## src/hw/rtl/assert_macros.svh

```systemverilog
// Assertion macros shared by the frame builder RTL.
`ifndef ASSERT_MACROS_SVH
`define ASSERT_MACROS_SVH
`ifndef SYNTHESIS
`define RWFB_ASSERT(lbl, clk_s, rstn_s, prop) \
  lbl: assert property (@(posedge clk_s) disable iff (!rstn_s) (prop)) \
    else $error("assertion failed");
`define RWFB_ASSERT_IMP(lbl, clk_s, rstn_s, ante, cons) \
  lbl: assert property (@(posedge clk_s) disable iff (!rstn_s) (ante) |-> (cons)) \
    else $error("assertion failed");
`else
`define RWFB_ASSERT(lbl, clk_s, rstn_s, prop)
`define RWFB_ASSERT_IMP(lbl, clk_s, rstn_s, ante, cons)
`endif
`endif

```

## src/hw/rtl/rwfb_pkg.sv

```systemverilog
// Types and constants of the register write frame builder.
`timescale 1ns / 1ps
`default_nettype none
package rwfb_pkg;

  localparam int MAX_FRAME_VALUES = 32;
  localparam int FRAME_CNT_W      = 7;
  localparam int JOB_FIFO_DEPTH   = 4;
  localparam int JOB_PTR_W        = $clog2(JOB_FIFO_DEPTH);
  localparam int JOB_CNT_W        = $clog2(JOB_FIFO_DEPTH + 1);

  localparam logic [7:0] SYNC_A    = 8'hEB;
  localparam logic [7:0] SYNC_B    = 8'h90;
  localparam logic [7:0] CMD_WRITE = 8'h12;

  localparam int          CFG_ADDR_W      = 2;
  localparam logic [1:0]  ADDR_DEVICE_ID  = 2'd0;

  typedef struct packed {
    logic        first_of_run;
    logic [15:0] start_address;
    logic [15:0] total_values;
    logic [15:0] reg_value;
  } rwfb_in_t;

  typedef struct packed {
    logic [7:0] out_byte;
    logic       frame_end;
    logic       item_end;
  } rwfb_out_t;

  // One accepted value as the back end needs it
  typedef struct packed {
    logic        open;
    logic        close;
    logic [7:0]  dev_id;
    logic [7:0]  len;
    logic [15:0] addr;
    logic [15:0] value;
  } rwfb_job_t;

endpackage
`default_nettype wire

```

## src/hw/rtl/rwfb_job_fifo.sv

```systemverilog
// Short job queue between the front and back ends.
`timescale 1ns / 1ps
`default_nettype none
`include "assert_macros.svh"
module rwfb_job_fifo (
  input  wire logic               clk,
  input  wire logic               rst_n,
  input  wire logic               push,
  input  wire rwfb_pkg::rwfb_job_t wr_data,
  output logic                    full,
  input  wire logic               pop,
  output rwfb_pkg::rwfb_job_t     rd_data,
  output logic                    empty
);

  rwfb_pkg::rwfb_job_t                   mem_r [rwfb_pkg::JOB_FIFO_DEPTH];
  logic [rwfb_pkg::JOB_PTR_W-1:0]        wr_ptr_r, wr_ptr_nxt;
  logic [rwfb_pkg::JOB_PTR_W-1:0]        rd_ptr_r, rd_ptr_nxt;
  logic [rwfb_pkg::JOB_CNT_W-1:0]        cnt_r, cnt_nxt;
  logic                                  do_push, do_pop;

  assign full    = (cnt_r == rwfb_pkg::JOB_CNT_W'(rwfb_pkg::JOB_FIFO_DEPTH));
  assign empty   = (cnt_r == '0);
  assign do_push = push && !full;
  assign do_pop  = pop && !empty;
  assign rd_data = mem_r[rd_ptr_r];

  always_comb begin
    wr_ptr_nxt = do_push ? wr_ptr_r + 1'b1 : wr_ptr_r;
    rd_ptr_nxt = do_pop ? rd_ptr_r + 1'b1 : rd_ptr_r;
    cnt_nxt    = cnt_r;
    if (do_push && !do_pop) begin
      cnt_nxt = cnt_r + 1'b1;
    end else if (do_pop && !do_push) begin
      cnt_nxt = cnt_r - 1'b1;
    end
  end

  always_ff @(posedge clk) begin
    if (!rst_n) begin
      wr_ptr_r <= '0;
      rd_ptr_r <= '0;
      cnt_r    <= '0;
    end else begin
      wr_ptr_r <= wr_ptr_nxt;
      rd_ptr_r <= rd_ptr_nxt;
      cnt_r    <= cnt_nxt;
    end
  end

  always_ff @(posedge clk) begin
    if (do_push) begin
      mem_r[wr_ptr_r] <= wr_data;
    end
  end

  `RWFB_ASSERT(a_cnt_bound, clk, rst_n, cnt_r <= rwfb_pkg::JOB_CNT_W'(rwfb_pkg::JOB_FIFO_DEPTH))
  `RWFB_ASSERT_IMP(a_no_push_full, clk, rst_n, push, !full)
  `RWFB_ASSERT(a_ptr_gap, clk, rst_n, (cnt_r == '0 || full) == (wr_ptr_r == rd_ptr_r))

endmodule
`default_nettype wire

```

## src/hw/rtl/rwfb_front.sv

```systemverilog
// Front end: run bookkeeping, frame splitting and job issue.
`timescale 1ns / 1ps
`default_nettype none
`include "assert_macros.svh"
module rwfb_front (
  input  wire logic                clk,
  input  wire logic                rst_n,
  input  wire logic                accept,
  input  wire rwfb_pkg::rwfb_in_t  in_data,
  input  wire logic [7:0]          device_id,
  output logic                     job_push,
  output rwfb_pkg::rwfb_job_t      job
);

  localparam int FW = rwfb_pkg::FRAME_CNT_W;

  logic          run_active_r, run_active_nxt;
  logic [15:0]   values_left_r, values_left_nxt;
  logic [FW-1:0] frame_left_r, frame_left_nxt;
  logic [15:0]   frame_addr_r, frame_addr_nxt;

  logic          act;
  logic [15:0]   vr;
  logic [FW-1:0] fvl;
  logic [15:0]   adr;
  logic          open;
  logic [FW-1:0] n;
  logic [FW-1:0] fvl_dec;
  logic [15:0]   vr_dec;

  always_comb begin
    act      = run_active_r;
    vr       = values_left_r;
    fvl      = frame_left_r;
    adr      = frame_addr_r;
    open     = 1'b0;
    n        = '0;
    fvl_dec  = '0;
    vr_dec   = '0;
    job_push = 1'b0;
    job      = '0;
    run_active_nxt  = run_active_r;
    values_left_nxt = values_left_r;
    frame_left_nxt  = frame_left_r;
    frame_addr_nxt  = frame_addr_r;
    if (accept) begin
      // a new run abandons any open frame
      if (in_data.first_of_run) begin
        fvl = '0;
        if (in_data.total_values == '0) begin
          act = 1'b0;
          vr  = '0;
        end else begin
          act = 1'b1;
          vr  = in_data.total_values;
          adr = in_data.start_address;
        end
      end
      if (!act || vr == '0) begin
        run_active_nxt  = 1'b0;
        values_left_nxt = vr;
        frame_left_nxt  = fvl;
        frame_addr_nxt  = adr;
      end else begin
        open    = (fvl == '0);
        n       = (vr > 16'(rwfb_pkg::MAX_FRAME_VALUES)) ?
                  FW'(rwfb_pkg::MAX_FRAME_VALUES) : vr[FW-1:0];
        fvl_dec = (open ? n : fvl) - 1'b1;
        vr_dec  = vr - 16'd1;
        job_push   = 1'b1;
        job.open   = open;
        job.close  = (fvl_dec == '0);
        job.dev_id = device_id;
        job.len    = {n, 1'b0} + 8'd3;
        job.addr   = adr;
        job.value  = in_data.reg_value;
        values_left_nxt = vr_dec;
        frame_addr_nxt  = adr + 16'd1;
        if (vr_dec == '0) begin
          run_active_nxt = 1'b0;
          frame_left_nxt = '0;
        end else begin
          run_active_nxt = 1'b1;
          frame_left_nxt = fvl_dec;
        end
      end
    end
  end

  always_ff @(posedge clk) begin
    if (!rst_n) begin
      run_active_r  <= 1'b0;
      values_left_r <= '0;
      frame_left_r  <= '0;
      frame_addr_r  <= '0;
    end else begin
      run_active_r  <= run_active_nxt;
      values_left_r <= values_left_nxt;
      frame_left_r  <= frame_left_nxt;
      frame_addr_r  <= frame_addr_nxt;
    end
  end

  `RWFB_ASSERT_IMP(a_idle_no_frame, clk, rst_n, !run_active_r, frame_left_r == '0)
  `RWFB_ASSERT_IMP(a_active_has_values, clk, rst_n, run_active_r, values_left_r != '0)
  `RWFB_ASSERT_IMP(a_push_needs_accept, clk, rst_n, job_push, accept)

endmodule
`default_nettype wire

```

## src/hw/rtl/rwfb_back.sv

```systemverilog
// Back end: byte sequencer, checksum and output buffer.
`timescale 1ns / 1ps
`default_nettype none
`include "assert_macros.svh"
module rwfb_back (
  input  wire logic                clk,
  input  wire logic                rst_n,
  input  wire logic                job_valid,
  input  wire rwfb_pkg::rwfb_job_t job,
  output logic                     job_pop,
  output logic                     out_empty,
  input  wire logic                out_pop,
  output rwfb_pkg::rwfb_out_t      out_data
);

  typedef enum logic [3:0] {
    SLOT_SYNC_A  = 4'd0,
    SLOT_SYNC_B  = 4'd1,
    SLOT_DEV     = 4'd2,
    SLOT_LEN     = 4'd3,
    SLOT_CMD     = 4'd4,
    SLOT_ADDR_LO = 4'd5,
    SLOT_ADDR_HI = 4'd6,
    SLOT_VAL_LO  = 4'd7,
    SLOT_VAL_HI  = 4'd8,
    SLOT_SUM     = 4'd9
  } slot_t;

  logic                 in_job_r, in_job_nxt;
  slot_t                slot_r, slot_nxt;
  logic [7:0]           sum_r, sum_nxt;
  rwfb_pkg::rwfb_out_t  ob_r [2];
  logic                 ob_wr_r, ob_rd_r;
  logic [1:0]           ob_cnt_r, ob_cnt_nxt;

  slot_t                cur_slot, last_slot;
  logic                 emit, ob_pop;
  logic [7:0]           cur_byte;
  rwfb_pkg::rwfb_out_t  beat;

  assign cur_slot  = in_job_r ? slot_r : (job.open ? SLOT_SYNC_A : SLOT_VAL_LO);
  assign last_slot = job.close ? SLOT_SUM : SLOT_VAL_HI;
  assign emit      = job_valid && (ob_cnt_r != 2'd2);
  assign job_pop   = emit && (cur_slot == last_slot);
  assign ob_pop    = out_pop && (ob_cnt_r != 2'd0);
  assign out_empty = (ob_cnt_r == 2'd0);
  assign out_data  = ob_r[ob_rd_r];

  always_comb begin
    case (cur_slot)
      SLOT_SYNC_A:  cur_byte = rwfb_pkg::SYNC_A;
      SLOT_SYNC_B:  cur_byte = rwfb_pkg::SYNC_B;
      SLOT_DEV:     cur_byte = job.dev_id;
      SLOT_LEN:     cur_byte = job.len;
      SLOT_CMD:     cur_byte = rwfb_pkg::CMD_WRITE;
      SLOT_ADDR_LO: cur_byte = job.addr[7:0];
      SLOT_ADDR_HI: cur_byte = job.addr[15:8];
      SLOT_VAL_LO:  cur_byte = job.value[7:0];
      SLOT_VAL_HI:  cur_byte = job.value[15:8];
      SLOT_SUM:     cur_byte = sum_r;
      default:      cur_byte = '0;
    endcase
    beat.out_byte  = cur_byte;
    beat.frame_end = (cur_slot == SLOT_SUM);
    beat.item_end  = job_pop;
  end

  always_comb begin
    in_job_nxt = in_job_r;
    slot_nxt   = slot_r;
    sum_nxt    = sum_r;
    if (emit) begin
      in_job_nxt = !job_pop;
      slot_nxt   = slot_t'(4'(cur_slot) + 4'd1);
      // checksum covers the id byte through the last value byte
      case (cur_slot)
        SLOT_DEV:     sum_nxt = cur_byte;
        SLOT_LEN,
        SLOT_CMD,
        SLOT_ADDR_LO,
        SLOT_ADDR_HI,
        SLOT_VAL_LO,
        SLOT_VAL_HI:  sum_nxt = sum_r + cur_byte;
        default:      sum_nxt = sum_r;
      endcase
    end
    ob_cnt_nxt = ob_cnt_r;
    if (emit && !ob_pop) begin
      ob_cnt_nxt = ob_cnt_r + 2'd1;
    end else if (ob_pop && !emit) begin
      ob_cnt_nxt = ob_cnt_r - 2'd1;
    end
  end

  always_ff @(posedge clk) begin
    if (!rst_n) begin
      in_job_r <= 1'b0;
      slot_r   <= SLOT_SYNC_A;
      sum_r    <= '0;
      ob_wr_r  <= 1'b0;
      ob_rd_r  <= 1'b0;
      ob_cnt_r <= '0;
    end else begin
      in_job_r <= in_job_nxt;
      slot_r   <= slot_nxt;
      sum_r    <= sum_nxt;
      ob_cnt_r <= ob_cnt_nxt;
      if (emit) begin
        ob_wr_r <= !ob_wr_r;
      end
      if (ob_pop) begin
        ob_rd_r <= !ob_rd_r;
      end
    end
  end

  always_ff @(posedge clk) begin
    if (emit) begin
      ob_r[ob_wr_r] <= beat;
    end
  end

  `RWFB_ASSERT(a_ob_bound, clk, rst_n, ob_cnt_r <= 2'd2)
  `RWFB_ASSERT_IMP(a_mid_job_valid, clk, rst_n, in_job_r, job_valid)
  `RWFB_ASSERT_IMP(a_mid_job_slot, clk, rst_n, in_job_r,
                   slot_r != SLOT_SYNC_A && 4'(slot_r) <= 4'(SLOT_SUM))
  `RWFB_ASSERT_IMP(a_frame_end_last, clk, rst_n, emit && cur_slot == SLOT_SUM, job_pop)

endmodule
`default_nettype wire

```

## src/hw/rtl/register_write_frame_builder.sv

```systemverilog
// Frame builder top level: config register, front end, job queue, back end.
// The first byte of an item's frame passes through the registered job queue and then the output buffer.
// Throughput: one output byte per cycle from the back end's sequencer while a job is queued
// and the output buffer has room. Items are 2 bytes, 9 opening a frame, plus 1 closing one.
// A 4-deep job queue lets the front end keep accepting while the back end drains bytes.
// Reset (synchronous, rst_n low) clears device_id, run state, both queues and the checksum.
`timescale 1ns / 1ps
`default_nettype none
module register_write_frame_builder (
  input  wire logic                               clk,
  input  wire logic                               rst_n,
  input  wire logic                               in_push,
  output logic                                    in_full,
  input  wire rwfb_pkg::rwfb_in_t                 in_data,
  output logic                                    out_empty,
  input  wire logic                               out_pop,
  output rwfb_pkg::rwfb_out_t                     out_data,
  input  wire logic                               cfg_psel,
  input  wire logic                               cfg_penable,
  input  wire logic                               cfg_pwrite,
  input  wire logic [rwfb_pkg::CFG_ADDR_W-1:0]    cfg_paddr,
  input  wire logic [31:0]                        cfg_pwdata,
  output logic [31:0]                             cfg_prdata,
  output logic                                    cfg_pready
);

  logic [7:0]          device_id_r, device_id_nxt;
  logic                cfg_wr;
  logic                accept;
  logic                job_push, job_pop, job_full, job_empty;
  rwfb_pkg::rwfb_job_t job_in, job_head;

  assign cfg_pready = 1'b1;
  assign cfg_wr     = cfg_psel && cfg_penable && cfg_pwrite && cfg_pready;
  assign cfg_prdata = (cfg_paddr == rwfb_pkg::ADDR_DEVICE_ID) ? {24'd0, device_id_r} : 32'd0;

  always_comb begin
    device_id_nxt = device_id_r;
    if (cfg_wr && cfg_paddr == rwfb_pkg::ADDR_DEVICE_ID) begin
      device_id_nxt = cfg_pwdata[7:0];
    end
  end

  always_ff @(posedge clk) begin
    if (!rst_n) begin
      device_id_r <= '0;
    end else begin
      device_id_r <= device_id_nxt;
    end
  end

  assign in_full = job_full;
  assign accept  = in_push && !job_full;

  rwfb_front u_front (
    .clk       (clk),
    .rst_n     (rst_n),
    .accept    (accept),
    .in_data   (in_data),
    .device_id (device_id_r),
    .job_push  (job_push),
    .job       (job_in)
  );

  rwfb_job_fifo u_job_fifo (
    .clk     (clk),
    .rst_n   (rst_n),
    .push    (job_push),
    .wr_data (job_in),
    .full    (job_full),
    .pop     (job_pop),
    .rd_data (job_head),
    .empty   (job_empty)
  );

  rwfb_back u_back (
    .clk       (clk),
    .rst_n     (rst_n),
    .job_valid (!job_empty),
    .job       (job_head),
    .job_pop   (job_pop),
    .out_empty (out_empty),
    .out_pop   (out_pop),
    .out_data  (out_data)
  );

endmodule
`default_nettype wire
```

## config.mk

```make
export PLATFORM = sky130hd
export DESIGN_NAME = register_write_frame_builder
export DESIGN_NICKNAME = d
export VERILOG_FILES = /design/src/hw/rtl/rwfb_pkg.sv /design/src/hw/rtl/rwfb_job_fifo.sv /design/src/hw/rtl/rwfb_front.sv /design/src/hw/rtl/rwfb_back.sv /design/src/hw/rtl/register_write_frame_builder.sv
export VERILOG_INCLUDE_DIRS = /design/src /design/src/hw/rtl
export SDC_FILE = /design/constraint.sdc
export NUM_CORES = 1
export LEC_CHECK = 0
export ABC_CLOCK_PERIOD_IN_PS = 7900
export BUFFER_PORTS_ARGS = -buffer_cell sky130_fd_sc_hd__buf_2
export CORE_ASPECT_RATIO = 0.6
export CORE_MARGIN = 10
export CORE_UTILIZATION = 45
export CTS_CLUSTER_SIZE = 12
export DETAILED_ROUTE_END_ITERATION = 7
export GPL_TIMING_DRIVEN = 0
export PLACE_DENSITY_LB_ADDON = 0.05
export SETUP_SLACK_MARGIN = 0.05
export SYNTH_ARGS = -nofsm -noshare
export SYNTH_HDL_FRONTEND = slang
export SYNTH_SLANG_ARGS = --single-unit
```

## constraint.sdc

```tcl
create_clock -name clk -period 7.9 [get_ports clk]
set_clock_uncertainty 0.05 [all_clocks]
set_input_delay 0.395 -clock clk [delete_from_list [all_inputs] [get_ports clk]]
set_output_delay 0.395 -clock clk [all_outputs]
set_load 0.05 [all_outputs]
```

==> flow_summary.rst, run 1 <==
.. list-table::
   :header-rows: 1

   * - Metric
     - Value
   * - Tcrit/Tclk final
     - 73.7%
   * - Count of H-tree levels built during CTS
     - 1
   * - Crit path buffers/inverters
     - 3
   * - Register-to-Register Path Depth
     - 20
   * - Die X
     - 252 µm
   * - Source-to-sink clock delay at the later pin of the worst-skew pair
     - 0.59 ns
   * - Total of hold buffers inserted after clock tree synthesis
     - 0
   * - Type of element launching the critical path
     - flop
   * - Global routing usage on met1
     - 32.2%
   * - Most frequent cells after synthesis
     - sky130_fd_sc_hd__edfxtp_1 (220), sky130_fd_sc_hd__nand2_1 (90), sky130_fd_sc_hd__nor2_1 (88)
   * - Most used flip-flop cell after synthesis
     - sky130_fd_sc_hd__edfxtp_1
   * - Family with the most delay on the worst path
     - compound AO/OA/AOI/OAI gates
   * - Quantity of I/O buffers inserted on ports
     - 84
   * - Post-Syn Area
     - 0.0145 mm²
   * - Final HPWL from detailed placement
     - 30800 µm
   * - Biggest fanout along the worst timing path
     - 10
   * - Initial Utilization
     - 46.2%
   * - Yosys warning count
     - 0
   * - First-pass iteration count of the detailed router
     - 5
   * - Overall via count from detail_route
     - 10296
   * - Fraction of final layout cells with drive strength greater than 1
     - 20.0%
   * - Share of async-settable or async-resettable flops after synthesis
     - 0%
   * - Arrival time reported for the critical path endpoint
     - 6.23 ns
   * - TritonCTS Sinks
     - 295
   * - Number of setup violations in the final report
     - 0
   * - Power density relative to cell area
     - 267 mW/mm²
   * - Critical path endpoint category
     - flop
   * - Worst flop-to-flop path endpoint
     - u_back.sum_r[7]
   * - Filler cell count
     - 2758
   * - Vias in the first global route
     - 9685
   * - Number of nets in the finished design
     - 1436
   * - Count of mapped cells out of synthesis
     - 1175
   * - Sequential share of the synthesized area
     - 55.8%
   * - Hold crit path type
     - in -> reg
   * - Final design utilization
     - 52.6%
   * - Final Hold Viols
     - 0
   * - Critical path start-end classification
     - reg -> reg
   * - Req. time, crit path
     - 8.31 ns
   * - Number of placed I/O pins
     - 135
   * - Ant diodes
     - 0
   * - Capture point of the worst path
     - u_back.sum_r[7]
   * - Number of cells on the critical path
     - 20
   * - Pin count of the biggest net entering global routing
     - 51
   * - GRT Resource Usage Total
     - 20.4%
   * - Buffers inserted by post-CTS timing repair
     - 0
   * - Max Transition Viols Final
     - 0
   * - Wire length of the first global-routing pass
     - 62700 µm
   * - CTS tree
     - yes
   * - Placement Rows
     - 50
   * - Minimum period implied by the final worst setup slack
     - 5.82 ns
   * - DIE AREA
     - 0.0401 mm²
   * - Wire length reported by the detailed router
     - 42300 µm
   * - Post-synthesis register bit count
     - 295
   * - Final TNS setup
     - 0 ns
   * - Quantity of gates resized following cts
     - 0
   * - Unrepaired setup endpoints after global routing
     - false
   * - Syn avg cell area
     - 12.4 µm²
   * - Initial antenna violation count
     - 1
   * - Slack of the worst reg-to-reg path
     - 2.08 ns
   * - Global routing usage on met2
     - 26.6%
   * - Cell type of the slowest stage on the worst timing path
     - sky130_fd_sc_hd__mux4_2
   * - Post-synth EDFFs
     - 220
   * - Reported max-cap violation count
     - 0
   * - Dominant cells by area after synthesis
     - sky130_fd_sc_hd__edfxtp_1 (45%), sky130_fd_sc_hd__dfxtp_1 (10%), sky130_fd_sc_hd__mux4_2 (7.9%)
   * - Largest stage delay on the critical path
     - 0.62 ns
   * - Initial detailed-routing violation count
     - 1123
   * - Cell taking the most area after synthesis
     - sky130_fd_sc_hd__edfxtp_1
   * - Total congestion overflow
     - 0
   * - Drt via density
     - 5.85
   * - Routability congestion estimate
     - 0.939
   * - Count of different cell masters after synthesis
     - 91
   * - Peak Freq
     - 0.172 GHz
   * - Area growth, synth to finish
     - 13.9%
   * - Portion of synthesized cell area occupied by the leading cell type
     - 45.5%
   * - Most numerous cell in the Yosys netlist
     - sky130_fd_sc_hd__edfxtp_1
   * - Clock Pin Slew Worst Setup and Hold Paths
     - 0.06 ns
   * - Global routing usage on met3
     - 6.50%
   * - Static leakage
     - 6.10 nW
   * - Ordered list of cells on the worst path
     - buf_4 -> mux4_2 -> nor2b_1 -> a21oi_1 -> inv_1 -> ha_1 -> clkbuf_1 -> nand2_1 -> o21ai_0 -> a222oi_1 -> nand3_1 -> ha_1 -> a21o_1 -> a21oi_1 -> o21bai_1 -> a21o_1 -> a21o_1 -> a21oi_1 -> mux4_2 -> o21a_1
   * - Antenna-violating nets left
     - 0
   * - Deepest clock path buffer count
     - 3
   * - Busiest layer in global routing
     - met1
   * - Area of the core
     - 0.0315 mm²
   * - Worst slew margin relative to its limit
     - 16.7%
   * - Clock root buffer master
     - sky130_fd_sc_hd__clkbuf_16
   * - Clock buffer count from CTS
     - 30
   * - Outcome
     - completed
   * - DRC violation count after routing
     - 0
   * - Worst Max-Slew Pin Slew
     - 1.25 ns
   * - Average wire length per cell after detail routing
     - 24.0 µm
   * - Max VDD drop
     - 175 µV
   * - Hold Slack
     - 0.0188 ns
   * - Y dimension of the die
     - 159 µm
[layout make-up]
class | count | area (µm²) | share of cell area (%)
sequential | 295 | 8110 | 49.0
multi-input combinational | 785 | 5910 | 35.7
clock buffer | 46 | 811 | 4.90
tap | 416 | 520 | 3.15
buffer | 94 | 514 | 3.11
timing repair buffer | 87 | 480 | 2.90
inverter | 28 | 105 | 0.635
clock inverter | 9 | 96.3 | 0.582
[metrics by stage]
stage	instance area [µm²]	setup slack, ns	power (mW)	cells
floorplan	14600	3.17	2.74	1202
global placement	15600	0.727	3.07	1702
detailed placement	15600	1.94	3.08	1705
CTS	16500	2.14	4.43	1760
global route	16500	1.74	4.62	1760
finish	16500	2.08	4.42	1760
[cell families (layout without fill, tap and decap cells)]
logic type,Yosys count,count (layout),share of synthesized area [%]
and+or+nand+nor,353,353,12.3
DFF,295,295,55.8
AOI/OAI and AO/OA,237,237,11.2
buffers and inverters,122,264,4.26
muxes,106,106,12.0
xor gates and xnor gates,35,35,2.11
adders and majority gates,25,25,2.26
other,2,29,0.0517
[flip-flops by register name, indices dropped and copies added, names as in the netlist, 3 cells and up, named ones only]
register               cells
device_id_r                8
u_back.ob_r               20
u_back.slot_r              4
u_job_fifo.mem_r         200
u_front.frame_addr_r      16
u_back.sum_r               8
u_front.frame_left_r       7
u_front.values_left_r     16
u_job_fifo.cnt_r           3
[worst min path at each step]
stage	from	endpoint	slack, ns	cells after the start
floorplan	u_back.slot_r[1]	u_back.slot_r[1]	0.39	2
global placement	u_back.slot_r[1]	u_back.slot_r[1]	0.40	2
detailed placement	u_front.values_left_r[9]	u_front.values_left_r[9]	0.42	2
CTS	cfg_pwdata[5]	device_id_r[5]	0.002	3
global route	cfg_pwdata[5]	device_id_r[5]	0.01	3
finish	cfg_pwdata[7]	device_id_r[7]	0.02	3
[worst min-delay path, delay by kind of cell]
family	cells	cell delay, ns
and+or+nand+nor	1	0.07
muxes	1	0.05
buffers and inverters	1	0.08
[where the power goes]
part | internal [mW] | switching (mW)
clock | 0.741 | 0.605
combinational | 0.388 | 0.794
sequential | 1.82 | 0.0709
total | 2.95 | 1.47
[layer usage]
metal / part of all wire [%] / routed length (µm)
met2: 39 / 16400
met5: 0.024 / 10
met3: 10 / 4380
met4: 1.2 / 520
met1: 50 / 21000
[cell usage in the layout (no fill, tap or decap), types with 7 or more instances in the layout]
cell and instances:
sky130_fd_sc_hd__mux2_2 20, sky130_fd_sc_hd__conb_1 29, sky130_fd_sc_hd__buf_4 30, sky130_fd_sc_hd__nor2_1 88, sky130_fd_sc_hd__o211ai_1 9, sky130_fd_sc_hd__nand2_1 90, sky130_fd_sc_hd__or3_1 7, sky130_fd_sc_hd__edfxtp_1 220
sky130_fd_sc_hd__a32oi_1 12, sky130_fd_sc_hd__and3_1 32, sky130_fd_sc_hd__o21ai_0 32, sky130_fd_sc_hd__buf_2 96, sky130_fd_sc_hd__clkbuf_16 30, sky130_fd_sc_hd__inv_1 24, sky130_fd_sc_hd__a21o_1 8, sky130_fd_sc_hd__and2_1 22
sky130_fd_sc_hd__clkbuf_1 62, sky130_fd_sc_hd__ha_1 23, sky130_fd_sc_hd__a22o_1 9, sky130_fd_sc_hd__a21oi_1 68, sky130_fd_sc_hd__nand3_1 32, sky130_fd_sc_hd__nor2b_1 9, sky130_fd_sc_hd__a31oi_1 15, sky130_fd_sc_hd__nand4_1 9
sky130_fd_sc_hd__mux2i_1 30, sky130_fd_sc_hd__xor2_1 20, sky130_fd_sc_hd__o21ai_1 15, sky130_fd_sc_hd__dfxtp_1 75, sky130_fd_sc_hd__nor3_1 23, sky130_fd_sc_hd__mux4_2 51, sky130_fd_sc_hd__xnor2_1 15
(Power assumes the default switching activity.)
==> run 2: changes to the inputs <==
--- a/config.mk
+++ b/config.mk
@@ -6,7 +6,7 @@
 export SDC_FILE = /design/constraint.sdc
 export NUM_CORES = 1
 export LEC_CHECK = 0
-export ABC_CLOCK_PERIOD_IN_PS = 7900
+export ABC_CLOCK_PERIOD_IN_PS = 4860
 export BUFFER_PORTS_ARGS = -buffer_cell sky130_fd_sc_hd__buf_2
 export CORE_ASPECT_RATIO = 0.6
 export CORE_MARGIN = 10
==> constraint.sdc (replaced) <==
create_clock -name clk -period 4.86 [get_ports clk]
set_clock_uncertainty 0.05 [all_clocks]
set_input_delay 0.243 -clock clk [delete_from_list [all_inputs] [get_ports clk]]
set_output_delay 0.243 -clock clk [all_outputs]
set_load 0.05 [all_outputs]
==> run 2 against run 1 <==
Against the previous run: maximum frequency increased by 22%; cell area up 2.9%; global-route usage up 0.31 points; setup slack worse by 2.0 ns; hold slack improved by 0.0022 ns; cell count grew 2.1%; largest power group unchanged; total power increased by 65%; highest routed layer is now met4; clock power increased by 62%; register-to-register slack worse by 2.0 ns; critical path depth fell by 2.
==> flow_summary.rst, run 2 (synthesized netlist as in run 1, its figures left out) <==
.. list-table::
   :header-rows: 1

   * - Metric
     - Value
   * - Number of setup violations in the final report
     - 0 (unchanged)
   * - Number of cells after detailed placement
     - 1705 (unchanged)
   * - Quantity of I/O buffers inserted on ports
     - 84 (unchanged)
   * - Filler cell count
     - 2720 (-1.4%)
   * - Count of H-tree levels built during CTS
     - 1 (unchanged)
   * - Unrepaired setup endpoints after global routing
     - true
   * - Part of the total power dissipated in the clock network
     - 29.9% (-0.6 points)
   * - Outcome
     - completed
   * - Initial antenna violation count
     - 0 (-1)
   * - Worst setup margin
     - 0.0985 ns (-1.98 ns)
   * - Antenna-violating nets left
     - 0 (unchanged)
   * - Final Hold Viols
     - 0 (unchanged)
   * - Type of element launching the critical path
     - flop
   * - Area growth, synth to finish
     - 17.1%
   * - Overall via count from detail_route
     - 10502 (+2.0%)
   * - Clock buffer count from CTS
     - 30 (unchanged)
   * - Hold crit path type
     - in -> reg
   * - Clock Pin Slew Worst Setup and Hold Paths
     - 0.06 ns (about the same)
   * - Leading cell type in the layout, fill and taps excluded
     - sky130_fd_sc_hd__edfxtp_1
   * - Fraction of power consumed by sequential logic
     - 42.2% (-0.6 points)
   * - Source-to-sink clock delay at the later pin of the worst-skew pair
     - 0.59 ns (about the same)
   * - Sw frac
     - 33.3% (+0.061 points)
   * - Ant diodes
     - 0 (unchanged)
   * - Wire length reported by the detailed router
     - 43000 µm (+1.7%)
   * - DRC violation count after routing
     - 0 (unchanged)
   * - Placement Rows
     - 50 (unchanged)
   * - Total congestion overflow
     - 0 (unchanged)
   * - Deepest clock path buffer count
     - 3 (unchanged)
   * - Max Transition Viols Final
     - 0 (unchanged)
   * - Fraction of final layout cells with drive strength greater than 1
     - 21.7% (+1.6 points)
   * - Final TNS setup
     - 0 ns (unchanged)
   * - Power density relative to cell area
     - 429 mW/mm² (+61%)
   * - Non-Filler Instances
     - 1797 (+2.1%)
   * - Area of the core
     - 0.0315 mm² (unchanged)
   * - Logic gate share of total power
     - 27.8% (+1.0 points)
   * - Net Sw Power
     - 2.43 mW (+66%)
   * - Worst flop-to-flop path endpoint
     - u_back.sum_r[7]
   * - Internal power contribution
     - 4.87 mW (+65%)
   * - GRT Resource Usage Total
     - 20.7% (+0.31 points)
   * - Req. time, crit path
     - 5.27 ns (-3.04 ns)
   * - Average wire length per cell after detail routing
     - 23.9 µm (-0.40%)
   * - Tcrit/Tclk final
     - 98.0% (+24 points)
   * - CTS tree
     - yes
   * - Y dimension of the die
     - 159 µm (unchanged)
   * - Number of nets in the finished design
     - 1473 (+2.6%)
   * - Initial Utilization
     - 46.2% (unchanged)
   * - Die X
     - 252 µm (unchanged)
   * - Worst slew margin relative to its limit
     - 18.1% (+1.4 points)
   * - Arrival time reported for the critical path endpoint
     - 5.17 ns (-1.06 ns)
   * - Number of placed I/O pins
     - 135 (unchanged)
   * - Commonest non-fill, non-tap cells in the layout
     - sky130_fd_sc_hd__edfxtp_1 (220), sky130_fd_sc_hd__buf_2 (93), sky130_fd_sc_hd__nand2_1 (90)
   * - Minimum period implied by the final worst setup slack
     - 4.76 ns (-1.06 ns)
   * - Number of flip-flops under the largest register name
     - 200 (unchanged)
   * - Slack of the worst reg-to-reg path
     - 0.1 ns (-1.98 ns)
   * - Wire length of the first global-routing pass
     - 63600 µm (+1.5%)
   * - Register-to-Register Path Depth
     - 18 (-10%)
   * - Drt via density
     - 5.84 (about the same)
   * - Final HPWL from detailed placement
     - 30800 µm (unchanged)
   * - DIE AREA
     - 0.0401 mm² (unchanged)
   * - Reported max-cap violation count
     - 0 (unchanged)
   * - Peak Freq
     - 0.210 GHz (+22%)
   * - First-pass iteration count of the detailed router
     - 5 (unchanged)
   * - Register with the most flip-flops
     - u_job_fifo.mem_r
   * - Biggest fanout along the worst timing path
     - 10 (unchanged)
   * - Worst Max-Slew Pin Slew
     - 1.22 ns (-0.0214 ns)
   * - Initial detailed-routing violation count
     - 1114 (-0.80%)
   * - Clock root buffer master
     - sky130_fd_sc_hd__clkbuf_16
   * - Static leakage
     - 6.30 nW (+3.4%)
   * - Routability congestion estimate
     - 0.939 (unchanged)
   * - Critical path endpoint category
     - flop
   * - Capture point of the worst path
     - u_back.sum_r[7]
   * - Largest regs
     - u_job_fifo.mem_r (200), u_back.ob_r (20)
   * - TritonCTS Sinks
     - 295 (unchanged)
   * - Critical path start-end classification
     - reg -> reg
   * - Worst-case setup slack after placement
     - -0.945 ns (-2.89 ns)
   * - Origin of the worst min-delay path
     - in_data[6]
   * - Max VDD drop
     - 284 µV (+62%)
   * - Vias in the first global route
     - 9897 (+2.2%)
   * - Pin count of the biggest net entering global routing
     - 30 (-41%)
-- run 2: cell count changes in the layout (fill, tap and decap cells not counted), moves of 2 or more --
cell and change:
sky130_fd_sc_hd__dfxtp_2 +2, sky130_fd_sc_hd__clkbuf_2 +4, sky130_fd_sc_hd__and3_2 -2, sky130_fd_sc_hd__buf_6 +3, sky130_fd_sc_hd__clkbuf_1 -8, sky130_fd_sc_hd__ha_1 -3
sky130_fd_sc_hd__a21oi_2 +5, sky130_fd_sc_hd__buf_4 +10, sky130_fd_sc_hd__dfxtp_1 -2, sky130_fd_sc_hd__a21oi_1 -5, sky130_fd_sc_hd__ha_2 +2, sky130_fd_sc_hd__dlygate4sd3_1 +30
sky130_fd_sc_hd__and3_4 +3, sky130_fd_sc_hd__buf_2 -3
-- run 2: cell type report --
type	instances	area [µm²]	area share, %
Multi-Input combinational cell	786	5990	35.2
Clock inverter	9	96.3	0.566
Tap cell	416	520	3.06
Timing Repair Buffer	125	841	4.94
Inverter	28	105	0.618
Buffer	92	542	3.18
Clock buffer	46	811	4.77
Sequential cell	295	8110	47.7
-- run 2: worst min-delay path by stage --
| stage | slack (ns) | endpoint | cells past startpoint |
|---|---|---|---|
| 3_3_place_gp | 0.40 | u_back.slot_r[1] | 2 |
| 2_1_floorplan | 0.34 | device_id_r[0] | 2 |
| 5_1_grt | 0.02 | u_job_fifo.mem_r[2][5] | 2 |
| 3_5_place_dp | 0.42 | u_front.values_left_r[9] | 2 |
| 6_report | 0.02 | u_job_fifo.mem_r[3][6] | 2 |
| 4_1_cts | 0.003 | u_job_fifo.mem_r[1][6] | 2 |
-- run 2: layer usage --
metal | track usage (%) | wire length (µm) | vias up
li1 | - | - | 4797
met1 | 32.6 | 20900 | 5174
met2 | 27.4 | 17000 | 490
met3 | 6.28 | 4640 | 41
met4 | 2.74 | 484 | 0
met5 | 0 | 0 | -
-- run 2: stage by stage --
stage,total power [mW],hold WS (ns),cell area [µm²],utilization [%]
after global placement,4.99,0.397,15600,49.5
after global routing,7.63,0.0200,17000,54.1
after detailed placement,5.00,0.420,15600,49.7
after floorplan,4.45,0.337,14600,-
after CTS,7.28,0.00326,17000,53.9
final,7.31,0.0210,17000,54.1
-- run 2: worst max-delay path, cell delays in order, from the launching register on --
cell and delay, ns:
sky130_fd_sc_hd__dfxtp_2 0.32, sky130_fd_sc_hd__buf_6 0.12, sky130_fd_sc_hd__mux4_2 0.35, sky130_fd_sc_hd__nor2b_4 0.18, sky130_fd_sc_hd__a21oi_2 0.06, sky130_fd_sc_hd__buf_4 0.17, sky130_fd_sc_hd__ha_1 0.27, sky130_fd_sc_hd__clkbuf_2 0.25
sky130_fd_sc_hd__a221oi_2 0.35, sky130_fd_sc_hd__nor2_1 0.08, sky130_fd_sc_hd__a222oi_1 0.26, sky130_fd_sc_hd__o211ai_1 0.21, sky130_fd_sc_hd__a211o_1 0.36, sky130_fd_sc_hd__ha_1 0.38, sky130_fd_sc_hd__a21o_1 0.21, sky130_fd_sc_hd__a21o_1 0.19
sky130_fd_sc_hd__a21oi_2 0.15, sky130_fd_sc_hd__mux4_2 0.51, sky130_fd_sc_hd__o21a_1 0.19
-- run 2: power by group through the flow --
stage | combinational (mW) | sequential, mW | clock, mW
3_5_place_dp | 1.88 | 3.12 | 0
4_1_cts | 1.97 | 3.07 | 2.23
2_1_floorplan | 1.36 | 3.09 | 0
5_1_grt | 2.19 | 3.10 | 2.34
3_3_place_gp | 1.86 | 3.13 | 0
6_report | 2.03 | 3.09 | 2.19
-- run 2: what timing repair did --
| item | CTS | global route |
|---|---|---|
| cloned | 1 | 0 |
| hold endpoints to repair | 59 | 0 |
| gates resized for setup | 20 | 19 |
| setup buffers | 5 | 3 |
| pin swaps | 5 | 7 |
| hold buffers | 30 | 0 |
| setup endpoints to repair | 154 | 32 |
==> run 3: changes to the inputs <==
--- a/config.mk
+++ b/config.mk
@@ -6,14 +6,16 @@
 export SDC_FILE = /design/constraint.sdc
 export NUM_CORES = 1
 export LEC_CHECK = 0
-export ABC_CLOCK_PERIOD_IN_PS = 4860
+export ABC_CLOCK_PERIOD_IN_PS = 5080
 export BUFFER_PORTS_ARGS = -buffer_cell sky130_fd_sc_hd__buf_2
+export CAP_MARGIN = 20
 export CORE_ASPECT_RATIO = 0.6
 export CORE_MARGIN = 10
 export CORE_UTILIZATION = 45
 export CTS_CLUSTER_SIZE = 12
 export DETAILED_ROUTE_END_ITERATION = 7
 export GPL_TIMING_DRIVEN = 0
+export HOLD_SLACK_MARGIN = 0.15
 export PLACE_DENSITY_LB_ADDON = 0.05
 export SETUP_SLACK_MARGIN = 0.05
 export SYNTH_ARGS = -nofsm -noshare
==> constraint.sdc (replaced) <==
create_clock -name clk -period 5.08 [get_ports clk]
set_clock_uncertainty 0.05 [all_clocks]
set_input_delay 0.254 -clock clk [delete_from_list [all_inputs] [get_ports clk]]
set_output_delay 0.254 -clock clk [all_outputs]
set_load 0.05 [all_outputs]
==> run 3 against run 2 <==
Against the previous run: sequential power decreased by 5%; non-clock buffer count increased by 18; utilization increased by 0.60 points; maximum frequency decreased by 3.5%; first-iteration DRC count increased by 10%; hold slack improved by 0.15 ns; die area unchanged; setup slack improved by 0.046 ns.
==> flow_summary.rst, run 3 (synthesized netlist as in run 1, its figures left out) <==
.. list-table::
   :header-rows: 1

   * - Metric
     - Value
   * - Routed wire length on met2
     - 16700 µm (-1.7%)
   * - Post-route total power
     - 7.02 mW (-3.9%)
   * - Highest metal layer used by the detailed router
     - met4
   * - Number of setup violations in the final report
     - 0 (unchanged)
   * - Max VDD drop
     - 238 µV (-16%)
   * - Clock buffer count from CTS
     - 30 (unchanged)
   * - Register-to-Register Path Depth
     - 19 (+1)
   * - Average wire length per cell after detail routing
     - 23.7 µm (-0.98%)
   * - Wire length reported by the detailed router
     - 43100 µm (about the same)
   * - Tcrit/Tclk final
     - 97.2% (-0.82 points)
   * - Ant diodes
     - 0 (unchanged)
   * - Clock root buffer master
     - sky130_fd_sc_hd__clkbuf_16
   * - Final design utilization
     - 54.7% (+0.60 points)
   * - Pin count of the biggest net entering global routing
     - 51 (+70%)
   * - Initial antenna violation count
     - 0 (unchanged)
   * - Slack of the worst reg-to-reg path
     - 0.14 ns (+0.05 ns)
   * - Placement Rows
     - 50 (unchanged)
   * - Critical path start-end classification
     - reg -> reg
   * - Unrepaired setup endpoints after global routing
     - true
   * - Worst flop-to-flop path endpoint
     - u_back.sum_r[7]
   * - Worst Max-Slew Pin Slew
     - 1.06 ns (-0.160 ns)
   * - Commonest non-fill, non-tap cells in the layout
     - sky130_fd_sc_hd__edfxtp_1 (220), sky130_fd_sc_hd__buf_2 (93), sky130_fd_sc_hd__nand2_1 (90)
   * - Critical path endpoint category
     - flop
   * - Wire length of the first global-routing pass
     - 64000 µm (+0.49%)
   * - Initial Utilization
     - 46.2% (unchanged)
   * - Routed met3 length
     - 4420 µm (-4.9%)
   * - Number of placed I/O pins
     - 135 (unchanged)
   * - Static leakage
     - 6.38 nW (+1.3%)
   * - Max Transition Viols Final
     - 0 (unchanged)
   * - Clock Pin Slew Worst Setup and Hold Paths
     - 0.07 ns (about the same)
   * - Wire length the detailed router placed on met1
     - 21500 µm (+2.6%)
   * - Hold crit path type
     - in -> reg
   * - Area of the core
     - 0.0315 mm² (unchanged)
   * - Register with the most flip-flops
     - u_job_fifo.mem_r
   * - DIE AREA
     - 0.0401 mm² (unchanged)
   * - Total congestion overflow
     - 0 (unchanged)
   * - Number of nets in the finished design
     - 1491 (+1.2%)
   * - Vias in the first global route
     - 9965 (+0.69%)
   * - Type of element launching the critical path
     - flop
   * - Deepest clock path buffer count
     - 3 (unchanged)
   * - DRC violation count after routing
     - 0 (unchanged)
   * - Final HPWL from detailed placement
     - 30900 µm (+0.35%)
   * - Cell count of the worst hold path
     - 4 (+2)
   * - Power density relative to cell area
     - 408 mW/mm² (-4.9%)
   * - Source-to-sink clock delay at the later pin of the worst-skew pair
     - 0.58 ns (about the same)
   * - Number of flip-flops under the largest register name
     - 200 (unchanged)
   * - Reported max-cap violation count
     - 0 (unchanged)
   * - Count of H-tree levels built during CTS
     - 1 (unchanged)
   * - Fraction of final layout cells with drive strength greater than 1
     - 20.8% (-0.87 points)
   * - Capture endpoint of the worst hold path
     - u_front.values_left_r[13]
   * - Area growth, synth to finish
     - 18.5%
   * - TritonCTS Sinks
     - 295 (unchanged)
   * - Origin of the worst min-delay path
     - in_data[48]
   * - Minimum period implied by the final worst setup slack
     - 4.94 ns (+0.174 ns)
   * - CTS tree
     - yes
   * - Die X
     - 252 µm (unchanged)
   * - Biggest fanout along the worst timing path
     - 8 (-2)
   * - Peak Freq
     - 0.203 GHz (-3.5%)
   * - Routability congestion estimate
     - 0.939 (unchanged)
   * - Initial detailed-routing violation count
     - 1230 (+10%)
   * - Y dimension of the die
     - 159 µm (unchanged)
   * - Worst slew margin relative to its limit
     - 29.0% (+11 points)
   * - Outcome
     - completed
   * - Leading cell type in the layout, fill and taps excluded
     - sky130_fd_sc_hd__edfxtp_1
   * - Drt via density
     - 5.82 (-0.41%)
   * - GRT Resource Usage Total
     - 20.7% (+0.040 points)
   * - Arrival time reported for the critical path endpoint
     - 5.35 ns (+0.18 ns)
   * - Largest regs
     - u_job_fifo.mem_r (200), u_back.ob_r (20)
   * - Quantity of I/O buffers inserted on ports
     - 84 (unchanged)
   * - Overall via count from detail_route
     - 10569 (+0.64%)
   * - Antenna-violating nets left
     - 0 (unchanged)
   * - First-pass iteration count of the detailed router
     - 8 (+3)
   * - Final Hold Viols
     - 0 (unchanged)
   * - Req. time, crit path
     - 5.50 ns (+0.23 ns)
==> run 3: area by class of cell <==
class,count,area [µm²]
Buffer,91,531
Clock buffer,50,856
Clock inverter,6,83.8
Fill cell,2680,14300
Inverter,28,105
Multi-Input combinational cell,786,5970
Sequential cell,295,8110
Tap cell,416,520
Timing Repair Buffer,144,1030
==> run 3: worst max path at each step <==
stage	startpoint	endpoint	cells past startpoint
detailed placement	in_data[48]	u_job_fifo.mem_r[2][3]	16
finish	flop	u_back.sum_r[7]	19
CTS	flop	u_back.sum_r[7]	19
global placement	in_data[48]	u_job_fifo.mem_r[1][6]	15
floorplan	flop	u_back.sum_r[7]	18
global route	flop	u_back.sum_r[7]	20
==> run 3: power breakdown <==
part           leakage [nW]  internal, mW  total [mW]  switching (mW)
Combinational          3.30         0.672        1.94            1.27
Clock                 0.453          1.20        2.14           0.935
Sequential             2.63          2.83        2.94           0.113
==> run 3: critical path: stages, from the launching register on <==
cell and delay, ns:
sky130_fd_sc_hd__dfxtp_1 0.34, sky130_fd_sc_hd__buf_6 0.15, sky130_fd_sc_hd__mux4_2 0.53, sky130_fd_sc_hd__nor2b_2 0.19, sky130_fd_sc_hd__a21oi_2 0.16, sky130_fd_sc_hd__inv_1 0.08
sky130_fd_sc_hd__ha_1 0.21, sky130_fd_sc_hd__and2_1 0.13, sky130_fd_sc_hd__buf_4 0.18, sky130_fd_sc_hd__a222oi_1 0.55, sky130_fd_sc_hd__nand3_2 0.28, sky130_fd_sc_hd__ha_4 0.28
sky130_fd_sc_hd__a21o_1 0.18, sky130_fd_sc_hd__a21oi_2 0.16, sky130_fd_sc_hd__o21bai_1 0.09, sky130_fd_sc_hd__a21o_1 0.21, sky130_fd_sc_hd__a21o_1 0.19, sky130_fd_sc_hd__a21oi_2 0.15
sky130_fd_sc_hd__mux4_2 0.51, sky130_fd_sc_hd__o21a_1 0.20
==> run 3: layer usage <==
| layer | vias to the layer above | global-route usage (%) |
|---|---|---|
| met3 | 46 | 5.98 |
| met1 | 5210 | 32.9 |
| li1 | 4845 | - |
| met5 | - | 0 |
| met4 | 0 | 2.69 |
| met2 | 468 | 27.4 |
==> run 3: per-stage QoR <==
step	instance area (µm²)	std cells	hold slack, ns	setup TNS, ns	setup slack (ns)
global route	17200	1816	0.183	-0.0336	-0.0336
finish	17200	1816	0.171	0	0.145
detailed placement	15600	1706	0.421	-74.38	-0.679
global placement	15600	1702	0.397	-350.02	-1.95
CTS	17200	1818	0.151	0	0.0735
floorplan	14600	1202	0.348	0	0.358
==> run 3: timing repair <==
action / CTS / global route
pin swaps: 2 / 6
endpoints found under the hold margin: 101 / 0
gates cloned: 0 / 1
hold buffers: 51 / 0
resized for setup: 15 / 10
buffers inserted: 5 / 0
setup endpoints to repair: 49 / 99
